`config.mk`:
```
export PLATFORM = sky130hd
export DESIGN_NAME = circular_double_ended_queue_core
export DESIGN_NICKNAME = d
export VERILOG_FILES = /design/src/hdl/cdq_pkg.sv /design/src/hdl/circular_double_ended_queue_core.sv /design/src/hdl/cdq_ctrl.sv /design/src/hdl/cdq_datapath.sv
export SDC_FILE = /design/constraint.sdc
export NUM_CORES = 1
export LEC_CHECK = 0
export BUFFER_PORTS_ARGS = -buffer_cell sky130_fd_sc_hd__buf_2
export CORE_MARGIN = 3
export CORE_UTILIZATION = 50
export DETAILED_ROUTE_END_ITERATION = 8
export PLACE_DENSITY = 0.69
export SLEW_MARGIN = 15
export SYNTH_ARGS = -nofsm -noshare
export SYNTH_HDL_FRONTEND = slang
export SYNTH_HIERARCHICAL = 1
export SYNTH_SLANG_ARGS = --single-unit
```
`constraint.sdc`:
```
create_clock -name clk -period 7 [get_ports clk]
set_input_delay 1.4 -clock clk [delete_from_list [all_inputs] [get_ports clk]]
set_output_delay 1.4 -clock clk [all_outputs]
set_load 0.01 [all_outputs]
```
`src/hdl/cdq_pkg.sv`:
```
// Shared types and constants for the circular double-ended queue.
package cdq_pkg;

  localparam int CNT_W = 5;            // count, capacity and front index
  localparam int REM_W = CNT_W + 1;    // unreduced buffer position
  localparam int PADDR_W = 3;

  localparam logic [CNT_W-1:0] CAP_RESET = 5'd16;
  localparam logic signed [31:0] UNDERFLOW_VALUE = -32'sd999;

  // register index, taken from paddr[2]
  localparam logic REG_CAPACITY = 1'b0;

  typedef enum logic [1:0] {
    CMD_PUSH_FRONT = 2'd0,
    CMD_PUSH_REAR  = 2'd1,
    CMD_POP_FRONT  = 2'd2,
    CMD_POP_REAR   = 2'd3
  } cmd_t;

  typedef enum logic [1:0] {
    STS_DONE      = 2'd0,
    STS_OVERFLOW  = 2'd1,
    STS_UNDERFLOW = 2'd2
  } status_t;

  // controller -> datapath
  typedef struct packed {
    logic accept;     // latch the beat, load front index for reduction
    logic reduce;     // subtract capacity from the working position
    logic take_f;     // keep reduced front, load raw entry position
    logic emit_fail;  // refused push or pop
    logic emit_push;  // write entry, finish push
    logic emit_pop;   // finish pop with registered read data
  } dp_ctrl_t;

  // datapath -> controller
  typedef struct packed {
    logic rem_ge_cap;
    logic is_push;
    logic q_empty;
    logic q_full;
  } dp_status_t;

endpackage

```
`src/hdl/circular_double_ended_queue_core.sv`:
```
// Top level of the circular double-ended queue: register port, sequencer, datapath.
//
// Commands: drive in_cmd and in_push_value with start high while busy is low;
// the beat is taken at that edge and busy rises for the next cycle.
// in_cmd: push front, push rear, pop front, pop rear. Every beat gives one
// result, shown on the out_ ports for one cycle with out_strobe high; the
// receiver cannot stall, so it must take the result in that cycle.
// Steps from the accepting edge to out_strobe: the front index is reduced by
// repeated subtraction of the capacity (needed after a capacity change), then
// a refused push or pop gives its result; otherwise the entry position is
// reduced the same way, a push writes the entry and a pop waits for the
// registered read of the entry memory. A new beat is taken on the cycle the
// result is shown. The capacity register (byte address 0) is to be written
// over the APB port only while busy is low; the block itself does not enforce this.
// Reset empties the queue, sets the front index to zero and capacity to 16;
// entry contents are not cleared.
module circular_double_ended_queue_core #(
  parameter int DEPTH      = 16,
  parameter int DATA_WIDTH = 32
) (
  input  logic                        clk,
  input  logic                        rst_n,
  input  logic                        psel,
  input  logic                        penable,
  input  logic                        pwrite,
  input  logic [cdq_pkg::PADDR_W-1:0] paddr,
  input  logic [31:0]                 pwdata,
  output logic [31:0]                 prdata,
  output logic                        pready,
  input  logic                        start,
  output logic                        busy,
  input  logic [1:0]                  in_cmd,
  input  logic signed [31:0]          in_push_value,
  output logic                        out_strobe,
  output logic signed [31:0]          out_pop_value,
  output logic [1:0]                  out_status,
  output logic                        out_is_empty,
  output logic                        out_is_full,
  output logic [cdq_pkg::CNT_W-1:0]   out_occupancy
);
  import cdq_pkg::*;

  logic [CNT_W-1:0] cap_r;
  logic             cap_sel;
  dp_ctrl_t         ctl;
  dp_status_t       sts;

  assign pready  = 1'b1;
  assign cap_sel = (paddr[2] == REG_CAPACITY) && (paddr[1:0] == 2'b00);

  always_ff @(posedge clk) begin
    if (!rst_n) begin
      cap_r <= CAP_RESET;
    end else if (psel && penable && pwrite && pready && cap_sel) begin
      cap_r <= pwdata[CNT_W-1:0];
    end
  end

  assign prdata = cap_sel ? {{(32-CNT_W){1'b0}}, cap_r} : '0;

  cdq_ctrl u_ctrl (
    .clk   (clk),
    .rst_n (rst_n),
    .start (start),
    .busy  (busy),
    .sts   (sts),
    .ctl   (ctl)
  );

  cdq_datapath #(
    .DEPTH      (DEPTH),
    .DATA_WIDTH (DATA_WIDTH)
  ) u_datapath (
    .clk           (clk),
    .rst_n         (rst_n),
    .ctl           (ctl),
    .sts           (sts),
    .cap           (cap_r),
    .in_cmd        (in_cmd),
    .in_push_value (in_push_value),
    .out_strobe    (out_strobe),
    .out_pop_value (out_pop_value),
    .out_status    (out_status),
    .out_is_empty  (out_is_empty),
    .out_is_full   (out_is_full),
    .out_occupancy (out_occupancy)
  );

endmodule

```
`src/hdl/cdq_ctrl.sv`:
```
// Sequencer for one queue operation: index reduction, access, result.
module cdq_ctrl (
  input  logic                clk,
  input  logic                rst_n,
  input  logic                start,
  output logic                busy,
  input  cdq_pkg::dp_status_t sts,
  output cdq_pkg::dp_ctrl_t   ctl
);
  import cdq_pkg::*;

  typedef enum logic [3:0] {
    S_IDLE   = 4'b0001,
    S_NORM_F = 4'b0010,
    S_NORM_A = 4'b0100,
    S_READ   = 4'b1000
  } state_t;

  state_t state_r, state_nxt;

  always_comb begin
    state_nxt = state_r;
    ctl       = '0;
    unique case (state_r)
      S_IDLE: begin
        if (start) begin
          ctl.accept = 1'b1;
          state_nxt  = S_NORM_F;
        end
      end
      S_NORM_F: begin
        priority if (sts.rem_ge_cap) begin
          ctl.reduce = 1'b1;
        end else if ((sts.is_push && sts.q_full) || (!sts.is_push && sts.q_empty)) begin
          ctl.emit_fail = 1'b1;
          state_nxt     = S_IDLE;
        end else begin
          ctl.take_f = 1'b1;
          state_nxt  = S_NORM_A;
        end
      end
      S_NORM_A: begin
        priority if (sts.rem_ge_cap) begin
          ctl.reduce = 1'b1;
        end else if (sts.is_push) begin
          ctl.emit_push = 1'b1;
          state_nxt     = S_IDLE;
        end else begin
          // read data is captured at this edge
          state_nxt = S_READ;
        end
      end
      S_READ: begin
        ctl.emit_pop = 1'b1;
        state_nxt    = S_IDLE;
      end
      default: state_nxt = S_IDLE;
    endcase
  end

  always_ff @(posedge clk) begin
    if (!rst_n) begin
      state_r <= S_IDLE;
    end else begin
      state_r <= state_nxt;
    end
  end

  assign busy = (state_r != S_IDLE);

endmodule

```
`src/hdl/cdq_datapath.sv`:
```
// Entry memory, front index, count, position reduction and result registers.
module cdq_datapath #(
  parameter int DEPTH      = 16,
  parameter int DATA_WIDTH = 32
) (
  input  logic                       clk,
  input  logic                       rst_n,
  input  cdq_pkg::dp_ctrl_t          ctl,
  output cdq_pkg::dp_status_t        sts,
  input  logic [cdq_pkg::CNT_W-1:0]  cap,
  input  logic [1:0]                 in_cmd,
  input  logic signed [31:0]         in_push_value,
  output logic                       out_strobe,
  output logic signed [31:0]         out_pop_value,
  output logic [1:0]                 out_status,
  output logic                       out_is_empty,
  output logic                       out_is_full,
  output logic [cdq_pkg::CNT_W-1:0]  out_occupancy
);
  import cdq_pkg::*;

  localparam int AW = $clog2(DEPTH);

  logic [DATA_WIDTH-1:0] mem [DEPTH];
  logic [DATA_WIDTH-1:0] rd_data_r;
  logic [DATA_WIDTH-1:0] val_r;
  cmd_t                  cmd_r;
  logic [REM_W-1:0]      rem_r, rem_nxt, raw_pos;
  logic [CNT_W-1:0]      f_r;
  logic [CNT_W-1:0]      front_r, front_nxt;
  logic [CNT_W-1:0]      count_r, count_nxt;
  logic [CNT_W-1:0]      cap_eff;
  logic [AW-1:0]         addr;
  logic                  is_push;
  logic                  emit;
  logic                  strobe_r;
  logic signed [31:0]    pop_value_r;
  status_t               status_r;
  logic                  empty_r, full_r;
  logic [CNT_W-1:0]      occ_r;

  // zero acts as one, above the buffer size acts as the buffer size
  always_comb begin
    priority if (cap == '0) begin
      cap_eff = CNT_W'(1);
    end else if (32'(cap) > DEPTH) begin
      cap_eff = CNT_W'(DEPTH);
    end else begin
      cap_eff = cap;
    end
  end

  assign is_push = (cmd_r == CMD_PUSH_FRONT) || (cmd_r == CMD_PUSH_REAR);
  assign addr    = AW'(rem_r);
  assign emit    = ctl.emit_fail | ctl.emit_push | ctl.emit_pop;

  assign sts.rem_ge_cap = (rem_r >= {1'b0, cap_eff});
  assign sts.is_push    = is_push;
  assign sts.q_empty    = (count_r == '0);
  assign sts.q_full     = (count_r >= cap_eff);

  // unreduced entry position; rem_r holds the reduced front here
  always_comb begin
    unique case (cmd_r)
      CMD_PUSH_FRONT: raw_pos = (rem_r == '0) ? REM_W'(cap_eff - 1'b1) : rem_r - 1'b1;
      CMD_PUSH_REAR:  raw_pos = rem_r + REM_W'(count_r);
      CMD_POP_FRONT:  raw_pos = rem_r;
      CMD_POP_REAR:   raw_pos = rem_r + REM_W'(count_r) - 1'b1;
      default:        raw_pos = rem_r;
    endcase
  end

  always_comb begin
    rem_nxt = rem_r;
    priority if (ctl.accept) begin
      rem_nxt = REM_W'(front_r);
    end else if (ctl.reduce) begin
      rem_nxt = rem_r - {1'b0, cap_eff};
    end else if (ctl.take_f) begin
      rem_nxt = raw_pos;
    end
  end

  always_comb begin
    count_nxt = count_r;
    front_nxt = front_r;
    priority if (ctl.emit_fail) begin
      front_nxt = CNT_W'(rem_r);
    end else if (ctl.emit_push) begin
      count_nxt = count_r + 1'b1;
      front_nxt = (cmd_r == CMD_PUSH_FRONT) ? CNT_W'(rem_r) : f_r;
    end else if (ctl.emit_pop) begin
      count_nxt = count_r - 1'b1;
      if (cmd_r == CMD_POP_FRONT) begin
        front_nxt = ((REM_W'(f_r) + 1'b1) == REM_W'(cap_eff)) ? '0 : f_r + 1'b1;
      end else begin
        front_nxt = f_r;
      end
    end
  end

  always_ff @(posedge clk) begin
    if (!rst_n) begin
      strobe_r <= 1'b0;
      count_r  <= '0;
      front_r  <= '0;
    end else begin
      strobe_r <= emit;
      count_r  <= count_nxt;
      front_r  <= front_nxt;
    end
  end

  always_ff @(posedge clk) begin
    rem_r <= rem_nxt;
    if (ctl.accept) begin
      cmd_r <= cmd_t'(in_cmd);
      val_r <= DATA_WIDTH'($signed(in_push_value));
    end
    if (ctl.take_f) begin
      f_r <= CNT_W'(rem_r);
    end
    if (emit) begin
      occ_r   <= count_nxt;
      empty_r <= (count_nxt == '0);
      full_r  <= (count_nxt >= cap_eff);
      priority if (ctl.emit_fail) begin
        status_r    <= is_push ? STS_OVERFLOW : STS_UNDERFLOW;
        pop_value_r <= is_push ? '0 : UNDERFLOW_VALUE;
      end else if (ctl.emit_pop) begin
        status_r    <= STS_DONE;
        pop_value_r <= 32'($signed(rd_data_r));
      end else begin
        status_r    <= STS_DONE;
        pop_value_r <= '0;
      end
    end
  end

  // entry store: one write port, registered read
  always_ff @(posedge clk) begin
    if (ctl.emit_push) begin
      mem[addr] <= val_r;
    end
    rd_data_r <= mem[addr];
  end

  assign out_strobe    = strobe_r;
  assign out_pop_value = pop_value_r;
  assign out_status    = status_r;
  assign out_is_empty  = empty_r;
  assign out_is_full   = full_r;
  assign out_occupancy = occ_r;

endmodule
```
==> metrics.cfg, run 1 <==
[synthesis]
postSynthCellCount = 1271
synthFlopType = edfxtp_1
async_flop_share_pct = 0
synth_edf_count = 597
yosysTopAreaCell = edfxtp_1
yosys-top-cells-count = edfxtp_1 (597), mux4_2 (160), dfxtp_1 (53)
ys_seq_elements = 650
yosysMostFrequentCell = edfxtp_1
netlist.area_leader.share_pct = 70.1
synth.area.top_cells = edfxtp_1 (70%), mux4_2 (14%), dfxtp_1 (4.1%), buf_4 (1.1%), ha_1 (1.1%)
ys_warn_count = 6
ys_seq_area_share_pct = 74.2
syn-cell-area_mm2 = 0.0256
ys_types = 70
postSynthAreaPerCell_um2 = 20.1

[critical_path]
reg2reg_depth = 15
cp-end-kind = register
critPathLaunchType = register
rr_startpoint = cap_r[3]
critPathMaxStageDelay_ns = 0.78
cp_slowest_cell = and3_1
crit_path_max_fanout = 22
critPathArrivalTime_ns = 5.85
cpMostUsedCell = nand2_1
critPathRequiredTime_ns = 7.24
r2r-end = u_datapath/mem[3][26]
worst-path-buf-inv = 2
ff2ff_setup_slack_ns = 1.38
crit_type = reg2reg
crit_chain = nor3_2, o21a_1, ha_1, fa_1, nand2_1, a21oi_1, nor2b_1, o21ai_0, nand2_1, nor3_1, and3_1, inv_1, or3_1, nor2_4, buf_4
critPathTopFamily = simple AND/OR/NAND/NOR gates

[cells_and_area]
drive_above_1_share_pct = 29.0
regArea_mm2 = 0.0190
diodes = 0
fin_area_mm2 = 0.0291
finalNetCount = 1506
fill_cells = 3657
postLayoutCoreUtil_pct = 57.7
areaGrowthSynthToFinish_pct = 13.7
multi_input_area_mm2 = 0.00621

[grt]
first_global_vias = 12800
grt_usage_pct = 20.7
antenna_found_initial = 0
grt_pass1_wl_um = 81400
grt_max_degree = 137
grt-ovfl-total = 0

[floorplanning]
pin_count = 151
core_area_mm2 = 0.0504
die_y_um = 232
rows = 82
die_w_um = 232
start_util_pct = 50.8
die-area_mm2 = 0.0539

[power]
ir_drop_mv = 0.188
seqPwrFrac_pct = 51.1
power_density_mw_per_mm2 = 300
p_leak_nw = 9.73
comb_power_share_pct = 8.2
power_switching_mw = 1.90
swShare_pct = 21.8
internal_power_mw = 6.81
p_clk_share_pct = 40.7

[clock_tree]
ctsHoldBuffers = 0
cts_htree_levels = 3
cts.repair.resized = 0
clk_latency_ns = 0.59
max-clock-path-buffers = 3
clockRootBuffer = clkbuf_16
cts_tree = built
numCtsBuffers = 67
clkTransAtPathRegs_ns = 0.06
clock_sinks = 650
postCtsSetupBuffers = 0

[hold_path]
hp-start = u_datapath/rd_data_r[17]
hold_depth = 1
min_path_type = reg2reg
holdPathEnd = u_datapath/out_pop_value[17]

[route]
drc = 0
dr.pass1.iters = 5
vias = 12500
detail-route-antenna-nets = 0
drt_iter0_drc = 1383
detail_route.wirelength_um = 54300
drt-vias-per-instance = 5.86
routedWlPerCell_um = 25.5

[placed_design]
dp_hpwl_um = 29200
pre_cts_ws_ns = 1.50
placed_area_mm2 = 0.0269
port_buffers = 95
routabilityCongestion = 0.839

[timing]
tightest_slew_ns = 1.19
finalHoldViolCount = 0
finalMaxSlewViolations = 0
layout_setup_ws_ns = 1.38
fmax_ghz = 0.178
timing.final.crit_share_pct = 80.3
grt_setup_unrepaired = false
clock_skew_ns = 0.0176
setup-violations-final = 0
period_needed_ns = 5.62
tns_ns = 0
maxSlewHeadroom_pct = 20.3

[run_status]
status = finished, final reports clean

[run]
maxCapViolCount = 0

[metal layers]
| layer | part of all wire [%] | up-vias | global-route usage [%] |
|---|---|---|---|
| met2 | 49 | 499 | 33.0 |
| met4 | 2.6 | 0 | 6.39 |
| met1 | 42 | 6503 | 29.2 |
| met3 | 6.8 | 102 | 3.91 |
| li1 | - | 5392 | - |
| met5 | 0 | - | 0 |
[per-stage QoR]
| stage | power, mW | hold WS, ns | cells |
|---|---|---|---|
| 2_1_floorplan | 5.07 | 0.451 | 1297 |
| 3_3_place_gp | 5.24 | 0.482 | 2010 |
| 3_5_place_dp | 5.26 | 0.485 | 2010 |
| 4_1_cts | 8.80 | 0.500 | 2132 |
| 5_1_grt | 9.00 | 0.507 | 2132 |
| 6_report | 8.71 | 0.500 | 2132 |
[worst max-delay path by stage]
| stage | start | end | slack (ns) | cells past startpoint |
|---|---|---|---|---|
| after global routing | cap_r[3] | u_datapath/mem[3][27] | 1.03 | 15 |
| after detailed placement | cap_r[3] | u_datapath/mem[3][18] | 1.50 | 15 |
| after global placement | cap_r[3] | u_datapath/mem[1][19] | 1.59 | 15 |
| final | cap_r[3] | u_datapath/mem[3][26] | 1.38 | 15 |
| after floorplan | u_datapath/rem_r[0] | u_datapath/mem[0][0] | 1.41 | 16 |
| after CTS | cap_r[3] | u_datapath/mem[3][25] | 1.46 | 15 |
[sequential cells by signal, indices dropped and copies added (netlist names)]
signal,flops
u_datapath/out_strobe,1
u_datapath/front_r,5
u_datapath/out_is_empty,1
u_datapath/val_r,32
u_ctrl/state_r,4
u_datapath/count_r,5
u_datapath/cmd_r,2
u_datapath/rd_data_r,32
cap_r,5
u_datapath/f_r,5
u_datapath/out_is_full,1
u_datapath/mem,512
u_datapath/out_status,2
u_datapath/out_pop_value,32
u_datapath/out_occupancy,5
u_datapath/rem_r,6
[cell usage in the layout (no fill, tap or decap), types with 7 or more instances in the layout]
cell	count
nor2b_1	12
nand3_1	10
buf_2	95
nor3_1	14
and2_1	14
mux4_2	160
inv_1	22
nor2_4	13
xnor2_1	12
clkinv_1	7
a21oi_1	21
buf_4	32
conb_1	28
nand2_1	38
o21ai_0	12
a21o_1	29
clkbuf_1	19
edfxtp_1	597
clkinv_2	8
nor2_1	32
nand2b_1	10
ha_1	22
clkbuf_16	70
nor3_2	7
dfxtp_1	53
[logic make-up after synthesis]
kind of cell / Yosys count / synth area share, %
flip-flops: 650 / 74.2
AND/OR/NAND/NOR: 185 / 3.91
multiplexers: 167 / 14.4
AO/OA/AOI/OAI: 112 / 3.19
buffers and inverters: 112 / 2.32
adder cells (fa/ha/maj): 24 / 1.23
XOR/XNOR: 19 / 0.680
other: 2 / 0.0294
[power groups by stage]
stage / logic (mW) / registers [mW] / clock network (mW)
after CTS: 0.726 / 4.45 / 3.62
after global routing: 0.770 / 4.46 / 3.77
final: 0.715 / 4.45 / 3.55
after floorplan: 0.572 / 4.49 / 0
after global placement: 0.718 / 4.53 / 0
after detailed placement: 0.722 / 4.53 / 0
[area by class of cell]
cell class / count / share of cell area (%)
multi-input cells: 535 / 21.4
flip-flops and latches: 650 / 65.3
clock inverters: 27 / 1.07
repair buffers: 128 / 2.53
well taps: 672 / 2.89
inverters: 25 / 0.327
clock buffers: 95 / 6.55
(Power assumes the default switching activity.)
==> inputs of run 2 (changes only) <==
PLACE_DENSITY = 0.71   (was 0.69)
clock period = 5 ns   (was 7 ns; I/O delays follow)
==> run 2 against run 1 <==
Net effect: highest routed layer unchanged; worst hold slack better by 0.0022 ns; via count up 0.69%; count of clock-buffer cells in the layout shrank 11; first-iteration DRC count is 1.8% higher; fmax rose by 25%; global-route usage is 0.42 points lower.
==> metrics.cfg, run 2 (synthesis gave the netlist of run 1 again) <==
[power]
p_leak_nw = 9.79
ir_drop_mv = 0.339
power_density_mw_per_mm2 = 413
power_mw = 12.1

[clock_tree]
max-clock-path-buffers = 3
clkTransAtPathRegs_ns = 0.05
clk_latency_ns = 0.60
numCtsBuffers = 67
postCtsSetupBuffers = 0
ctsHoldBuffers = 0
clock_sinks = 650
cts.repair.resized = 0
clockRootBuffer = clkbuf_16
cts_tree = built
cts_htree_levels = 3

[grt]
first_global_vias = 12800
grt_max_degree = 70
grt_pass1_wl_um = 80000
grt_usage_pct = 20.2
grt-ovfl-total = 0
antenna_found_initial = 0

[placed_design]
routabilityCongestion = 0.865
dp_hpwl_um = 28400
port_buffers = 95
placed_area_mm2 = 0.0271

[floorplanning]
die_w_um = 232
core_area_mm2 = 0.0504
die-area_mm2 = 0.0539
rows = 82
die_y_um = 232
pin_count = 151
start_util_pct = 50.8

[timing]
setup-violations-final = 0
clock_skew_ns = 0.0332
maxSlewHeadroom_pct = 31.7
finalHoldViolCount = 0
tns_ns = 0
tightest_slew_ns = 1.03
timing.final.crit_share_pct = 89.9
grt_setup_unrepaired = false
fmax_ghz = 0.222
finalMaxSlewViolations = 0
period_needed_ns = 4.50

[critical_path]
critPathMaxStageDelay_ns = 0.56
critPathTopFamily = simple AND/OR/NAND/NOR gates
worst-path-buf-inv = 1
crit_type = reg2reg
critPathLaunchType = register
critPathRequiredTime_ns = 5.31
cp_slowest_cell = dfxtp_1
critPathArrivalTime_ns = 4.81
cp-end-kind = register
cpMostUsedCell = nand2_1
crit_path_max_fanout = 10
crit_chain = inv_1, o21a_1, ha_1, nand2_1, nand2_1, a21oi_1, nor2b_1, o21ai_0, nand2_1, nor3_1, nand3b_1, nor2_1, nor2b_4, nor2_1, nor3_1, a21oi_1, nand2_1, ha_1, a21boi_0, o311ai_0, a21oi_1

[hold_path]
min_path_type = reg2reg

[route]
drc = 0
routedWlPerCell_um = 25.0
vias = 12600
detail-route-antenna-nets = 0
drt_iter0_drc = 1408
dr.pass1.iters = 5
drt-vias-per-instance = 5.87
detail_route.wirelength_um = 53600

[cells_and_area]
drive_above_1_share_pct = 29.3
fin_area_mm2 = 0.0292
postLayoutCoreUtil_pct = 58.0
regArea_mm2 = 0.0190
largest_reg_flops = 512
final_common_cell = edfxtp_1
fill_cells = 3598
regMostFlops = u_datapath/mem
multi_input_area_mm2 = 0.00624
finalNetCount = 1516
areaGrowthSynthToFinish_pct = 14.3
final_cell_mix = edfxtp_1 (597), mux4_2 (160), buf_2 (95)
diodes = 0

[run]
maxCapViolCount = 0

[run_status]
status = finished, final reports clean

[run 2: worst paths after layout]
| kind | from | to | slack (ns) | cells after the start |
|---|---|---|---|---|
| max | cap_r[4] | u_datapath/out_is_full | 0.50 | 21 |
| min | u_datapath/rd_data_r[27] | u_datapath/out_pop_value[27] | 0.50 | 1 |
| max reg2reg | cap_r[4] | u_datapath/out_is_full | 0.50 | 21 |
| min reg2reg | u_datapath/rd_data_r[27] | u_datapath/out_pop_value[27] | 0.50 | 1 |
[run 2: layer usage]
| metal | GRT usage [%] | vias up | share of wire (%) |
|---|---|---|---|
| li1 | - | 5420 | - |
| met1 | 28.5 | 6569 | 41 |
| met2 | 32.2 | 481 | 49 |
| met3 | 3.93 | 112 | 6.8 |
| met4 | 6.82 | 0 | 2.8 |
| met5 | 0 | - | 0 |
[run 2: layout make-up]
| cell class | instances | share of cell area [%] |
|---|---|---|
| inverter | 25 | 0.321 |
| tap | 672 | 2.88 |
| sequential | 650 | 65.0 |
| clock buffer | 84 | 6.27 |
| multi-input combinational | 535 | 21.3 |
| clock inverter | 39 | 1.13 |
| timing repair buffer | 138 | 3.12 |
[run 2: report_power, final]
part	internal, mW	switching [mW]
sequential	6.10	0.132
combinational	0.496	0.497
clock	2.83	2.03
[run 2: through the flow]
| step | worst slack [ns] | hold WS, ns | std cells |
|---|---|---|---|
| 2_1_floorplan | 0.281 | 0.451 | 1297 |
| 3_3_place_gp | 0.689 | 0.488 | 2020 |
| 3_5_place_dp | 0.565 | 0.489 | 2020 |
| 4_1_cts | 0.552 | 0.503 | 2143 |
| 5_1_grt | 0.104 | 0.516 | 2143 |
| 6_report | 0.503 | 0.503 | 2143 |
